--- config.mk ---
export PLATFORM = sky130hd
export DESIGN_NAME = ellipse_fan_tessellator_top
export DESIGN_NICKNAME = d
export VERILOG_FILES = /design/src/design/eft_pkg.sv /design/src/design/eft_cordic.sv /design/src/design/ellipse_fan_tessellator_top.sv
export SDC_FILE = /design/constraint.sdc
export NUM_CORES = 2
export LEC_CHECK = 0
export CAP_MARGIN = 0
export CORE_MARGIN = 4
export CORE_UTILIZATION = 30
export CTS_BUF_LIST = sky130_fd_sc_hd__clkbuf_16
export CTS_CLUSTER_DIAMETER = 60
export DETAILED_ROUTE_END_ITERATION = 7
export DONT_BUFFER_PORTS = 1
export PLACE_DENSITY = 0.47
export SLEW_MARGIN = 15
export SYNTH_ARGS = -nofsm -noshare
export SYNTH_HDL_FRONTEND = slang
export SYNTH_SLANG_ARGS = --single-unit
--- constraint.sdc ---
create_clock -name aclk -period 10.1 [get_ports aclk]
set_clock_uncertainty 0.2 [all_clocks]
set_input_delay 2.02 -clock aclk [delete_from_list [all_inputs] [get_ports aclk]]
set_output_delay 2.02 -clock aclk [all_outputs]
set_load 0.01 [all_outputs]
--- src/design/eft_pkg.sv ---
// eft_pkg: shared types, constants and helpers for the ellipse fan tessellator
// used by eft_cordic and ellipse_fan_tessellator_top; no dependencies
package eft_pkg;

    localparam int MaxSlicesDef = 64;

    // widths of the stream payloads
    localparam int InDataW  = 168;
    localparam int OutDataW = 144;

    // Q4.30 cordic start value (unit vector scaled by the inverse cordic gain)
    localparam logic signed [33:0] CordicGain = 34'sd652032875;
    // rotation scale: 65536 * 16 / (2*pi), rounded
    localparam logic signed [18:0] RotScale = 19'sd166886;
    // unit length in Q2.14
    localparam logic signed [15:0] UnitQ14 = 16'sd16384;

    // sequencer states
    typedef enum logic [3:0] {
        ST_IDLE,
        ST_DIV,
        ST_ROT_START,
        ST_ROT_WAIT,
        ST_PT_START,
        ST_PT_WAIT,
        ST_PT_MUL,
        ST_PT_SUM,
        ST_EMIT
    } eft_state_t;

    // cordic unit states
    typedef enum logic [1:0] {
        CS_IDLE,
        CS_RUN,
        CS_DONE
    } cordic_state_t;

    // request into the cordic unit
    typedef struct packed {
        logic        start;
        logic [15:0] phase;
    } cordic_req_t;

    // response from the cordic unit
    typedef struct packed {
        logic               done;
        logic signed [15:0] cos_val;
        logic signed [15:0] sin_val;
    } cordic_rsp_t;

    // arctangent of 2^-k in units of 2^-32 turn
    function automatic logic [29:0] atan_turn(input logic [3:0] k);
        logic [29:0] v;
        begin
            case (k)
                4'd0:    v = 30'd536870912;
                4'd1:    v = 30'd316933406;
                4'd2:    v = 30'd167458907;
                4'd3:    v = 30'd85004756;
                4'd4:    v = 30'd42667331;
                4'd5:    v = 30'd21354465;
                4'd6:    v = 30'd10679838;
                4'd7:    v = 30'd5340245;
                4'd8:    v = 30'd2670163;
                4'd9:    v = 30'd1335087;
                4'd10:   v = 30'd667544;
                4'd11:   v = 30'd333772;
                4'd12:   v = 30'd166886;
                4'd13:   v = 30'd83443;
                4'd14:   v = 30'd41722;
                default: v = 30'd20861;
            endcase
            return v;
        end
    endfunction

    // saturate to 32-bit signed
    function automatic logic [31:0] sat32(input logic signed [36:0] v);
        logic [31:0] r;
        begin
            if (v > 37'sd2147483647) r = 32'h7FFF_FFFF;
            else if (v < -37'sd2147483648) r = 32'h8000_0000;
            else r = v[31:0];
            return r;
        end
    endfunction

    // clamp a rounded cordic output to [-1, 1] in Q2.14
    function automatic logic signed [15:0] clamp_unit(input logic signed [17:0] v);
        logic signed [15:0] r;
        begin
            if (v > 18'sd16384) r = UnitQ14;
            else if (v < -18'sd16384) r = -UnitQ14;
            else r = v[15:0];
            return r;
        end
    endfunction

endpackage

--- src/design/eft_cordic.sv ---
// eft_cordic: iterative 16-step cordic giving cosine and sine of a 16-bit phase
// depends on eft_pkg
module eft_cordic (
    input  logic               aclk,
    input  logic               aresetn,
    input  eft_pkg::cordic_req_t req_i,
    output eft_pkg::cordic_rsp_t rsp_o
);
    import eft_pkg::*;

    cordic_state_t state_reg, state_next;
    logic signed [33:0] x_reg, x_next;
    logic signed [33:0] y_reg, y_next;
    logic signed [32:0] z_reg, z_next;
    logic [3:0]         k_reg, k_next;
    logic [1:0]         quad_reg, quad_next;

    logic signed [33:0] xs, ys;
    logic signed [32:0] atan_s;
    logic signed [17:0] xr, yr;
    logic signed [15:0] xc, yc;

    // state and datapath registers
    always_ff @(posedge aclk) begin
        if (!aresetn) begin
            state_reg <= CS_IDLE;
        end else begin
            state_reg <= state_next;
        end
        x_reg    <= x_next;
        y_reg    <= y_next;
        z_reg    <= z_next;
        k_reg    <= k_next;
        quad_reg <= quad_next;
    end

    // shared shift and arctangent lookup for the add-subtract step
    always_comb begin
        xs     = x_reg >>> k_reg;
        ys     = y_reg >>> k_reg;
        atan_s = signed'({3'b000, atan_turn(k_reg)});
    end

    // sequencing
    always_comb begin
        state_next = state_reg;
        x_next     = x_reg;
        y_next     = y_reg;
        z_next     = z_reg;
        k_next     = k_reg;
        quad_next  = quad_reg;
        unique case (state_reg)
            CS_IDLE: begin
                if (req_i.start) begin
                    x_next     = CordicGain;
                    y_next     = '0;
                    z_next     = signed'({3'b000, req_i.phase[13:0], 16'h0000});
                    k_next     = '0;
                    quad_next  = req_i.phase[15:14];
                    state_next = CS_RUN;
                end
            end
            CS_RUN: begin
                if (!z_reg[32]) begin
                    x_next = x_reg - ys;
                    y_next = y_reg + xs;
                    z_next = z_reg - atan_s;
                end else begin
                    x_next = x_reg + ys;
                    y_next = y_reg - xs;
                    z_next = z_reg + atan_s;
                end
                k_next = k_reg + 4'd1;
                if (k_reg == 4'd15) begin
                    state_next = CS_DONE;
                end
            end
            CS_DONE: begin
                state_next = CS_IDLE;
            end
            default: begin
                state_next = CS_IDLE;
            end
        endcase
    end

    // round to Q2.14, clamp and unfold the quadrant
    always_comb begin
        xr = 18'((x_reg + 34'sd32768) >>> 16);
        yr = 18'((y_reg + 34'sd32768) >>> 16);
        xc = clamp_unit(xr);
        yc = clamp_unit(yr);
        rsp_o.done = (state_reg == CS_DONE);
        case (quad_reg)
            2'd0: begin
                rsp_o.cos_val = xc;
                rsp_o.sin_val = yc;
            end
            2'd1: begin
                rsp_o.cos_val = -yc;
                rsp_o.sin_val = xc;
            end
            2'd2: begin
                rsp_o.cos_val = -xc;
                rsp_o.sin_val = -yc;
            end
            default: begin
                rsp_o.cos_val = yc;
                rsp_o.sin_val = -xc;
            end
        endcase
    end

endmodule

--- src/design/ellipse_fan_tessellator_top.sv ---
// ellipse_fan_tessellator_top: turns one ellipse into a fan of rim-point slices
// depends on eft_pkg and eft_cordic
//
//  channel | dir | tdata                                        | tuser      | tlast
//  s_      | in  | center_x,center_y,radius_x,radius_y,          | new_frame  | -
//          |     | turn_angle,slice_count,alpha                 |            |
//  m_      | out | rim_x0,rim_y0,rim_x1,rim_y1,alpha_out        | path_break | last_slice
//
// one request at a time; s_tready is high only while idle
// per shape: the phase-step division, then the rotation sine/cosine when a turn angle is set,
// then one rim point at a time (n+1 points), each through the shared cordic and the shared
// multiplier, with extra multiplier steps when rotating
// a stalled m_ side holds the sequencer in its emit step; reset is synchronous, active low
module ellipse_fan_tessellator_top #(
    parameter int MAX_SLICES = eft_pkg::MaxSlicesDef
) (
    input  logic                          aclk,
    input  logic                          aresetn,
    input  logic                          s_tvalid,
    output logic                          s_tready,
    // center_x[31:0] center_y[63:32] radius_x[94:64] radius_y[125:95]
    // turn_angle[141:126] slice_count[148:142] alpha[164:149] zero[167:165]
    input  logic [eft_pkg::InDataW-1:0]   s_tdata,
    // new_frame[0]
    input  logic [0:0]                    s_tuser,
    output logic                          m_tvalid,
    input  logic                          m_tready,
    // rim_x0[31:0] rim_y0[63:32] rim_x1[95:64] rim_y1[127:96] alpha_out[143:128]
    output logic [eft_pkg::OutDataW-1:0]  m_tdata,
    // path_break[0]
    output logic [0:0]                    m_tuser,
    output logic                          m_tlast
);
    import eft_pkg::*;

    eft_state_t state_reg, state_next;

    // shape registers
    logic signed [31:0] cx_reg, cx_next, cy_reg, cy_next;
    logic [30:0]        rx_reg, rx_next, ry_reg, ry_next;
    logic [6:0]         n_reg, n_next;
    logic [15:0]        alpha_reg, alpha_next;
    logic               rot_reg, rot_next;
    logic [15:0]        rph_reg, rph_next;
    logic               brk_reg, brk_next;
    logic               started_reg, started_next;

    // phase stepping
    logic [4:0]  dcnt_reg, dcnt_next;
    logic [7:0]  rem_reg, rem_next;
    logic [16:0] quo_reg, quo_next;
    logic [16:0] qacc_reg, qacc_next;
    logic [7:0]  racc_reg, racc_next;
    logic [6:0]  k_reg, k_next;

    // arithmetic
    logic signed [15:0] c_reg, c_next, s_reg, s_next;
    logic signed [15:0] cr_reg, cr_next, sr_reg, sr_next;
    logic signed [52:0] p_reg, p_next;
    logic signed [52:0] acc_reg, acc_next;
    logic signed [35:0] dx_reg, dx_next, dy_reg, dy_next;
    logic [2:0]         step_reg, step_next;
    logic [31:0]        px_reg, px_next, py_reg, py_next;
    logic [31:0]        qx_reg, qx_next, qy_reg, qy_next;

    // output register
    logic               mv_reg, mv_next;
    logic [OutDataW-1:0] md_reg, md_next;
    logic               mb_reg, mb_next, ml_reg, ml_next;

    // shared cordic
    cordic_req_t creq;
    cordic_rsp_t crsp;

    // helpers
    logic signed [35:0] mul_a;
    logic signed [16:0] mul_b;
    logic signed [52:0] mul_p;
    logic signed [53:0] diff_w, sum_w;
    logic [6:0]         sc_in, n_in;
    logic signed [34:0] rot_prod;
    logic [7:0]         rem_sh;
    logic [7:0]         rstep;
    logic               out_free;

    eft_cordic u_cordic (
        .aclk    (aclk),
        .aresetn (aresetn),
        .req_i   (creq),
        .rsp_o   (crsp)
    );

    assign s_tready = (state_reg == ST_IDLE);
    assign m_tvalid = mv_reg;
    assign m_tdata  = md_reg;
    assign m_tuser  = mb_reg;
    assign m_tlast  = ml_reg;

    // round half up from Q.14
    function automatic logic signed [35:0] rnd14(input logic signed [53:0] v);
        logic signed [53:0] t;
        begin
            t = (v + 54'sd8192) >>> 14;
            return t[35:0];
        end
    endfunction

    // registers
    always_ff @(posedge aclk) begin
        if (!aresetn) begin
            state_reg   <= ST_IDLE;
            started_reg <= 1'b0;
            mv_reg      <= 1'b0;
        end else begin
            state_reg   <= state_next;
            started_reg <= started_next;
            mv_reg      <= mv_next;
        end
        cx_reg <= cx_next;  cy_reg <= cy_next;
        rx_reg <= rx_next;  ry_reg <= ry_next;
        n_reg <= n_next;    alpha_reg <= alpha_next;
        rot_reg <= rot_next; rph_reg <= rph_next; brk_reg <= brk_next;
        dcnt_reg <= dcnt_next; rem_reg <= rem_next; quo_reg <= quo_next;
        qacc_reg <= qacc_next; racc_reg <= racc_next; k_reg <= k_next;
        c_reg <= c_next; s_reg <= s_next; cr_reg <= cr_next; sr_reg <= sr_next;
        p_reg <= p_next; acc_reg <= acc_next; dx_reg <= dx_next; dy_reg <= dy_next;
        step_reg <= step_next;
        px_reg <= px_next; py_reg <= py_next; qx_reg <= qx_next; qy_reg <= qy_next;
        md_reg <= md_next; mb_reg <= mb_next; ml_reg <= ml_next;
    end

    // multiplier operand selection
    always_comb begin
        case (step_reg)
            3'd0: begin mul_a = signed'({5'b0, rx_reg}); mul_b = 17'(c_reg); end
            3'd1: begin mul_a = signed'({5'b0, ry_reg}); mul_b = 17'(s_reg); end
            3'd3: begin mul_a = dx_reg; mul_b = 17'(cr_reg); end
            3'd4: begin mul_a = dy_reg; mul_b = 17'(sr_reg); end
            3'd5: begin mul_a = dx_reg; mul_b = 17'(sr_reg); end
            3'd6: begin mul_a = dy_reg; mul_b = 17'(cr_reg); end
            default: begin mul_a = '0; mul_b = '0; end
        endcase
        mul_p  = mul_a * mul_b;
        diff_w = 54'(acc_reg) - 54'(p_reg);
        sum_w  = 54'(acc_reg) + 54'(p_reg);
    end

    // sequencer
    always_comb begin
        state_next = state_reg;
        started_next = started_reg;
        cx_next = cx_reg; cy_next = cy_reg; rx_next = rx_reg; ry_next = ry_reg;
        n_next = n_reg; alpha_next = alpha_reg; rot_next = rot_reg;
        rph_next = rph_reg; brk_next = brk_reg;
        dcnt_next = dcnt_reg; rem_next = rem_reg; quo_next = quo_reg;
        qacc_next = qacc_reg; racc_next = racc_reg; k_next = k_reg;
        c_next = c_reg; s_next = s_reg; cr_next = cr_reg; sr_next = sr_reg;
        p_next = p_reg; acc_next = acc_reg; dx_next = dx_reg; dy_next = dy_reg;
        step_next = step_reg;
        px_next = px_reg; py_next = py_reg; qx_next = qx_reg; qy_next = qy_reg;
        md_next = md_reg; mb_next = mb_reg; ml_next = ml_reg;
        mv_next = mv_reg & ~m_tready;
        out_free = ~mv_reg | m_tready;
        creq.start = 1'b0;
        creq.phase = rph_reg;

        sc_in = s_tdata[148:142];
        n_in  = (32'(sc_in) > MAX_SLICES) ? 7'(MAX_SLICES) : sc_in;
        rot_prod = 35'(signed'(s_tdata[141:126])) * 35'(RotScale) + 35'sd32768;
        rem_sh = {rem_reg[6:0], (dcnt_reg == 5'd16)};
        rstep  = racc_reg + rem_reg;

        unique case (state_reg)
            ST_IDLE: begin
                if (s_tvalid) begin
                    cx_next    = signed'(s_tdata[31:0]);
                    cy_next    = signed'(s_tdata[63:32]);
                    rx_next    = s_tdata[94:64];
                    ry_next    = s_tdata[125:95];
                    n_next     = n_in;
                    alpha_next = s_tdata[164:149];
                    rot_next   = (s_tdata[141:126] != 16'h0000);
                    rph_next   = rot_prod[31:16];
                    brk_next   = started_reg & ~s_tuser[0];
                    if (s_tuser[0]) started_next = 1'b0;
                    if (n_in != 7'd0) begin
                        started_next = 1'b1;
                        dcnt_next  = 5'd16;
                        rem_next   = '0;
                        quo_next   = '0;
                        state_next = ST_DIV;
                    end
                end
            end
            // one quotient bit of 65536 / n per cycle
            ST_DIV: begin
                if (rem_sh >= {1'b0, n_reg}) begin
                    rem_next = rem_sh - {1'b0, n_reg};
                    quo_next = {quo_reg[15:0], 1'b1};
                end else begin
                    rem_next = rem_sh;
                    quo_next = {quo_reg[15:0], 1'b0};
                end
                dcnt_next = dcnt_reg - 5'd1;
                if (dcnt_reg == 5'd0) begin
                    qacc_next = '0;
                    racc_next = '0;
                    k_next    = '0;
                    cr_next   = UnitQ14;
                    sr_next   = '0;
                    state_next = rot_reg ? ST_ROT_START : ST_PT_START;
                end
            end
            ST_ROT_START: begin
                creq.start = 1'b1;
                creq.phase = rph_reg;
                state_next = ST_ROT_WAIT;
            end
            ST_ROT_WAIT: begin
                if (crsp.done) begin
                    cr_next = crsp.cos_val;
                    sr_next = crsp.sin_val;
                    state_next = ST_PT_START;
                end
            end
            ST_PT_START: begin
                creq.start = 1'b1;
                creq.phase = qacc_reg[15:0];
                state_next = ST_PT_WAIT;
            end
            ST_PT_WAIT: begin
                if (crsp.done) begin
                    c_next = crsp.cos_val;
                    s_next = crsp.sin_val;
                    step_next = 3'd0;
                    state_next = ST_PT_MUL;
                end
            end
            // scale by the radii, then rotate if a turn angle is set, one product per cycle
            ST_PT_MUL: begin
                p_next = mul_p;
                step_next = step_reg + 3'd1;
                case (step_reg)
                    3'd1: dx_next = rnd14(54'(p_reg));
                    3'd2: begin
                        dy_next = rnd14(54'(p_reg));
                        if (!rot_reg) state_next = ST_PT_SUM;
                    end
                    3'd4: acc_next = p_reg;
                    3'd5: dx_next = rnd14(diff_w);
                    3'd6: acc_next = p_reg;
                    3'd7: begin
                        dy_next = rnd14(sum_w);
                        state_next = ST_PT_SUM;
                    end
                    default: ;
                endcase
            end
            // add the centre and saturate
            ST_PT_SUM: begin
                qx_next = sat32(37'(cx_reg) + 37'(dx_reg));
                qy_next = sat32(37'(cy_reg) + 37'(dy_reg));
                if (k_reg == 7'd0) begin
                    state_next = ST_EMIT;
                end else begin
                    state_next = ST_EMIT;
                end
            end
            ST_EMIT: begin
                if (k_reg == 7'd0 || out_free) begin
                    if (k_reg != 7'd0) begin
                        mv_next = 1'b1;
                        md_next = {alpha_reg, qy_reg, qx_reg, py_reg, px_reg};
                        mb_next = (k_reg == 7'd1) & brk_reg;
                        ml_next = (k_reg == n_reg);
                    end
                    px_next = qx_reg;
                    py_next = qy_reg;
                    if (k_reg == n_reg) begin
                        state_next = ST_IDLE;
                    end else begin
                        k_next = k_reg + 7'd1;
                        if (rstep >= {1'b0, n_reg}) begin
                            racc_next = rstep - {1'b0, n_reg};
                            qacc_next = qacc_reg + quo_reg + 17'd1;
                        end else begin
                            racc_next = rstep;
                            qacc_next = qacc_reg + quo_reg;
                        end
                        state_next = ST_PT_START;
                    end
                end
            end
            default: begin
                state_next = ST_IDLE;
            end
        endcase
    end

endmodule
Yosys cells after proc, flatten, opt, wreduce, memory -nomap -nowiden
Memory sizes are Yosys's and may differ from the RTL's. A register that Yosys moved wholly into a read port is not among the register bits.
Cells that the tools add are included.
{ "op_classes": {"add_sub_neg": 27, "mul": 2, "order_cmp": 11, "n_eq_ne": 34, "shift": 2, "mux": 77, "bitwise": 7, "n_reduce_logical": 38} }
{ "ops": {"columns": ["op", "n"], "rows": [
  ["adder 50 x 15 -> 50 bit (second input constant)", 3],
  ["case mux 36 bit (2 select lines)", 2],
  ["case mux 36 bit (4 select lines)", 1],
  ["two-way mux 34 bit", 4],
  ["case mux 34 bit (2 select lines)", 2],
  ["two-way mux 16 bit", 8],
  ["two-way mux 17 bit", 6],
  ["case mux 17 bit (2 select lines)", 3],
  ["case mux 32 bit (3 select lines)", 1],
  ["adder 32 x 36 -> 37 bit", 2],
  ["greater-than comparator 37 x 32 -> 1 bit (second input constant)", 2],
  ["less-than comparator 37 x 32 -> 1 bit (second input constant)", 2],
  ["adder 34 x 17 -> 34 bit (second input constant)", 2],
  ["adder 34 bit", 2],
  ["case mux 17 bit (4 select lines)", 1],
  [">>> shifter 34 x 4 -> 34 bit", 2],
  ["subtractor 34 bit", 2],
  ["two-way mux 33 bit", 2],
  ["case mux 33 bit (2 select lines)", 1],
  ["two-way mux 32 bit", 2],
  ["case mux 16 bit (2 select lines)", 2],
  ["two-way mux 8 bit", 7],
  ["adder 50 bit", 1],
  ["multiplier 36 x 17 -> 50 bit", 1],
  ["64 further kinds", 137]
]} }
{ "totals": {"regBits": 857, "mem_bits_ro": 480, "out_inout_bits": 148, "mem_count": 1} }
{ "mem_list": {"columns": ["memory", "words", "width", "read_ports", "rd_ports_with_merged_regs", "wr", "line_no", "text"], "rows": [
  ["(name not given)", 16, 30, 1, 1, 0, "eft_pkg.sv:55", "case (k)"]
]} }

Logic depth before layout (Yosys ltp)
{ "logic_depth": {"ltp_word": 8, "mapped_depth": 36, "mapped_depth_nobuf": 33} }

Modules after synthesis
A second synthesis with hierarchy kept.
{ "hier_totals": {"cells_unflattened": 8066, "hier_area_um2": 80584.8} }
{ "by_module_without_submodules": {"columns": ["module", "instances", "cells_per_inst", "area_each_um2", "seq_area_each_um2"], "rows": [
  ["ellipse_fan_tessellator_top", 1, 5749, 61939.4, 22341.4],
  ["eft_cordic", 1, 2317, 18645.4, 3853.7]
]} }

Worst setup path before layout
No wires, ideal clock.
{ "synth_path": {"path_kind": "input port to flip-flop", "start": "in m_tready", "end": "reg md_reg[0], in the netlist m_tdata[0] (enable)", "t_arrival_ns": 8.550, "required_time_ns": 9.229, "setup_slack_ns": 0.679, "stages": 2, "path_buffers": 0, "path_cell_list": "nor2b_1 -> nor2b_1"} }
{ "synth_via": {"elab_chain_cells": 3} }
{ "synth_rtl": {"columns": ["element", "line_no", "text"], "rows": [
  ["start: declaration", "ellipse_fan_tessellator_top.sv:27", "input logic m_tready,"],
  ["OR 1 bit", "ellipse_fan_tessellator_top.sv:163", "out_free = ~mv_reg | m_tready;"],
  ["logical OR 1 bit", "ellipse_fan_tessellator_top.sv:270", "if (k_reg == 7'd0 || out_free) begin"],
  ["AND reduction 3 bit (no source line)", null, null],
  ["end signal: assignment", "ellipse_fan_tessellator_top.sv:129", "md_reg <= md_next; mb_reg <= mb_next; ml_reg <= ml_next;"],
  ["end: declaration", "ellipse_fan_tessellator_top.sv:68", "logic [OutDataW-1:0] md_reg, md_next;"]
]} }
Every way passes these cells.
A chain may end at the register's enable or synchronous reset.

Worst setup path after layout
{ "layout_path": {"start": "reg step_reg[0]", "end": "reg p_reg[47] (data pin)"} }
{ "layout_via": {"elab_chain_cells": 4, "elab_cells_between_ends": 13} }
{ "layout_rtl": {"columns": ["element", "line_no", "text"], "rows": [
  ["start: declaration", "ellipse_fan_tessellator_top.sv:62", "logic [2:0] step_reg, step_next;"],
  ["start signal: assignment", "ellipse_fan_tessellator_top.sv:127", "step_reg <= step_next;"],
  ["== test 3 bit / == test 3 x 2 -> 1 bit (equally long branches)", "ellipse_fan_tessellator_top.sv:134", "case (step_reg)"],
  ["OR reduction 2 bit (no source line)", null, null],
  ["case mux 36 bit (4 select lines) / case mux 17 bit (4 select lines) (equally long branches)", "ellipse_fan_tessellator_top.sv:134", null],
  ["multiplier 36 x 17 -> 50 bit *", "ellipse_fan_tessellator_top.sv:143", "mul_p = mul_a * mul_b;"],
  ["via mul_p[47]", "ellipse_fan_tessellator_top.sv:78", "logic signed [52:0] mul_p;"],
  ["end signal: assignment", "ellipse_fan_tessellator_top.sv:126", "p_reg <= p_next; acc_reg <= acc_next; dx_reg <= dx_next; dy_reg <= dy_next;"],
  ["end: declaration", "ellipse_fan_tessellator_top.sv:59", "logic signed [52:0] p_reg, p_next;"]
]} }
Mark *: on every way through the listed nets, which the timed path passes. The rest lies on a longest branch.

==> qor.csv <==
metric,value,unit
status,"complete, no violations",
grt.total_usage,0.1694,
grt_pass1_wl,354400,microns
synth_top_family_by_area,adder cells,
clk-insertion-delay-late,0.75,ns
start_kind,flop,
synth_seq_cells,885,
largest_register_ffs,144,
timing.critical_path.to_type,flop,
rows,188,
cts.path.max_buffers,3,
grt-ovfl-total,0,
cts_resized,0,
synthDistinctLibCells,107,
vias,56130,
cts_sinks,885,
arrival,10.02,ns
synth.cell_area,78900,sq um
drc,0,
synth.area.top_cells,"edfxtp_1, fa_1, ha_1",
tightestPinTransition,1.155,ns
syn_to_final_growth,10.42,%
hpwlAfterDp,187900,microns
htreeDepth,3,
ys_warn_count,0,
wl_per_cell,20.64,microns
synth-adder-area-share,0.2734,
fin_nets,9186,
avgSynthCellArea,10.21,sq um
dr_wl_met3,11000,microns
min_path_type,flop to flop,
grt_pass1_vias,57080,
max_clock_freq,0.1030,GHz
place.gp.congestion,0.9092,
yosys.area.top_type,edfxtp_1,
min_period,9.706,ns
dr.pass1.iters,6,
drive_gt1_frac,0.06512,
max_cap_violations,0,
synth_fp_nets,9235,
m1WireLength,101700,microns
required,10.41,ns
cts-root-buf,clkbuf_16,
max_stage_delay,0.59,ns
hp-start,alpha_reg[5],
cp_slowest_cell,fa_1,
io_buffers,0,
met2WireLength,110900,microns
synthXorXnorAreaFrac,0.05826,
crit_path_max_fanout,16,
ant_nets,0,
mostFrequentLayoutCell,inv_1,
cts_made_buffers,106,
synth_edf_count,847,
io_pins,321,
synthCells,7728,
via_per_inst,4.966,
cts_setup_buffers,0,
finalSetupTns,0,ns
critical_path_class,flop to flop,
period_share,0.9610,
async_flop_share,0,
slew_headroom,0.2299,
ys_seq_area_frac,0.3320,
ys.flop_type,edfxtp_1,
hold_buffers,0,
die_area,271300,sq um
final_cell_mix,"inv_1, edfxtp_1, nor2_1",
setup_viol,0,
start_util,0.3011,
die_w,520.8,microns
synth_compound_area_frac,0.1099,
cts_tree,built,
final-hold-violation-count,0,
top_layer_used,met5,
rsz0062_at_grt,no,
synth_mux_area_frac,0.03819,
synth_top_area_share,0.3224,
synth-simple-area-share,0.1294,
setup.worst_path.start,step_reg[0],
cpMostUsedCell,fa_1,
die_h,520.8,microns
drtIter0Drc,3546,
grt_max_degree,142,
r2r_slack,0.39,ns
drt-total-wl,233300,microns
antenna_found_initial,29,
clkTransAtPathRegs,0.06,ns
reg2reg_from,step_reg[0],
finalMaxSlewViolations,0,
fp.coreArea,262000,sq um
==> metrics by stage <==
step	setup WS, ns	cells	util	hold slack, ns	cell area (sq um)
global placement	0.3650	11090	0.3185	0.2003	83450
finish	0.3937	11300	0.3325	0.1937	87120
global route	0.03911	11290	0.3323	0.1940	87090
CTS	0.3678	11290	0.3323	0.1749	87080
floorplan	0.6791	7728	-	0.2003	78900
detailed placement	0.4151	11090	0.3185	0.2045	83460
==> worst max-delay path: cells and delay by family (launching register included) <==
kind | cells | cell delay [ns]
buffers and inverters | 8 | 1.26
xor gates and xnor gates | 1 | 0.13
adders and majority gates | 8 | 3.62
AOI/OAI and AO/OA | 11 | 3.19
and+or+nand+nor | 3 | 0.55
DFF | 1 | 0.47
==> per-layer routing <==
layer	GRT usage	vias to the layer above
met5	0	-
met4	0.06155	4
met3	0.02246	300
met2	0.2866	1320
li1	-	26480
met1	0.2214	28030
==> kinds of logic (layout without fill, tap and decap cells) <==
family / Yosys count / count (layout)
other: 0 / 16
AND/OR/NAND/NOR: 2220 / 2220
adder cells (fa/ha/maj): 1335 / 1335
buffers and inverters: 1210 / 1252
AO/OA/AOI/OAI: 1364 / 1364
multiplexers: 190 / 190
XOR/XNOR: 524 / 524
flip-flops: 885 / 885
==> final cells by class <==
class / instances / area, sq um
clock buffers: 107 / 2678
well taps: 3515 / 4398
flip-flops and latches: 885 / 26200
diodes: 16 / 40.04
clock inverters: 92 / 947.2
fillers: 26830 / 174900
multi-input cells: 5633 / 48370
inverters: 932 / 3508
repair buffers: 121 / 983.4
==> path summary, 6_finish.rpt <==
| kind | endpoint | cells past startpoint |
|---|---|---|
| setup / recovery | p_reg[47] | 31 |
| hold / removal | m_tdata[133] | 0 |
| setup reg to reg | p_reg[47] | 31 |
| hold reg to reg | m_tdata[133] | 0 |
==> Yosys cell counts (66+ instances only) <==
library cell	n
xor2_1	191
a21o_1	185
fa_1	649
edfxtp_1	847
clkbuf_1	221
xnor2_1	332
ha_1	685
nand3_1	113
and2_1	97
inv_1	931
nor3_1	106
nor2_1	801
nand4_1	66
nand2_1	674
a21oi_1	451
mux4_2	85
nor2b_1	72
o21ai_0	268
mux2i_1	70
Power is left out: the tool's default activity adds up to more than one toggle a clock period on the data nets, which glitch-free logic cannot reach.
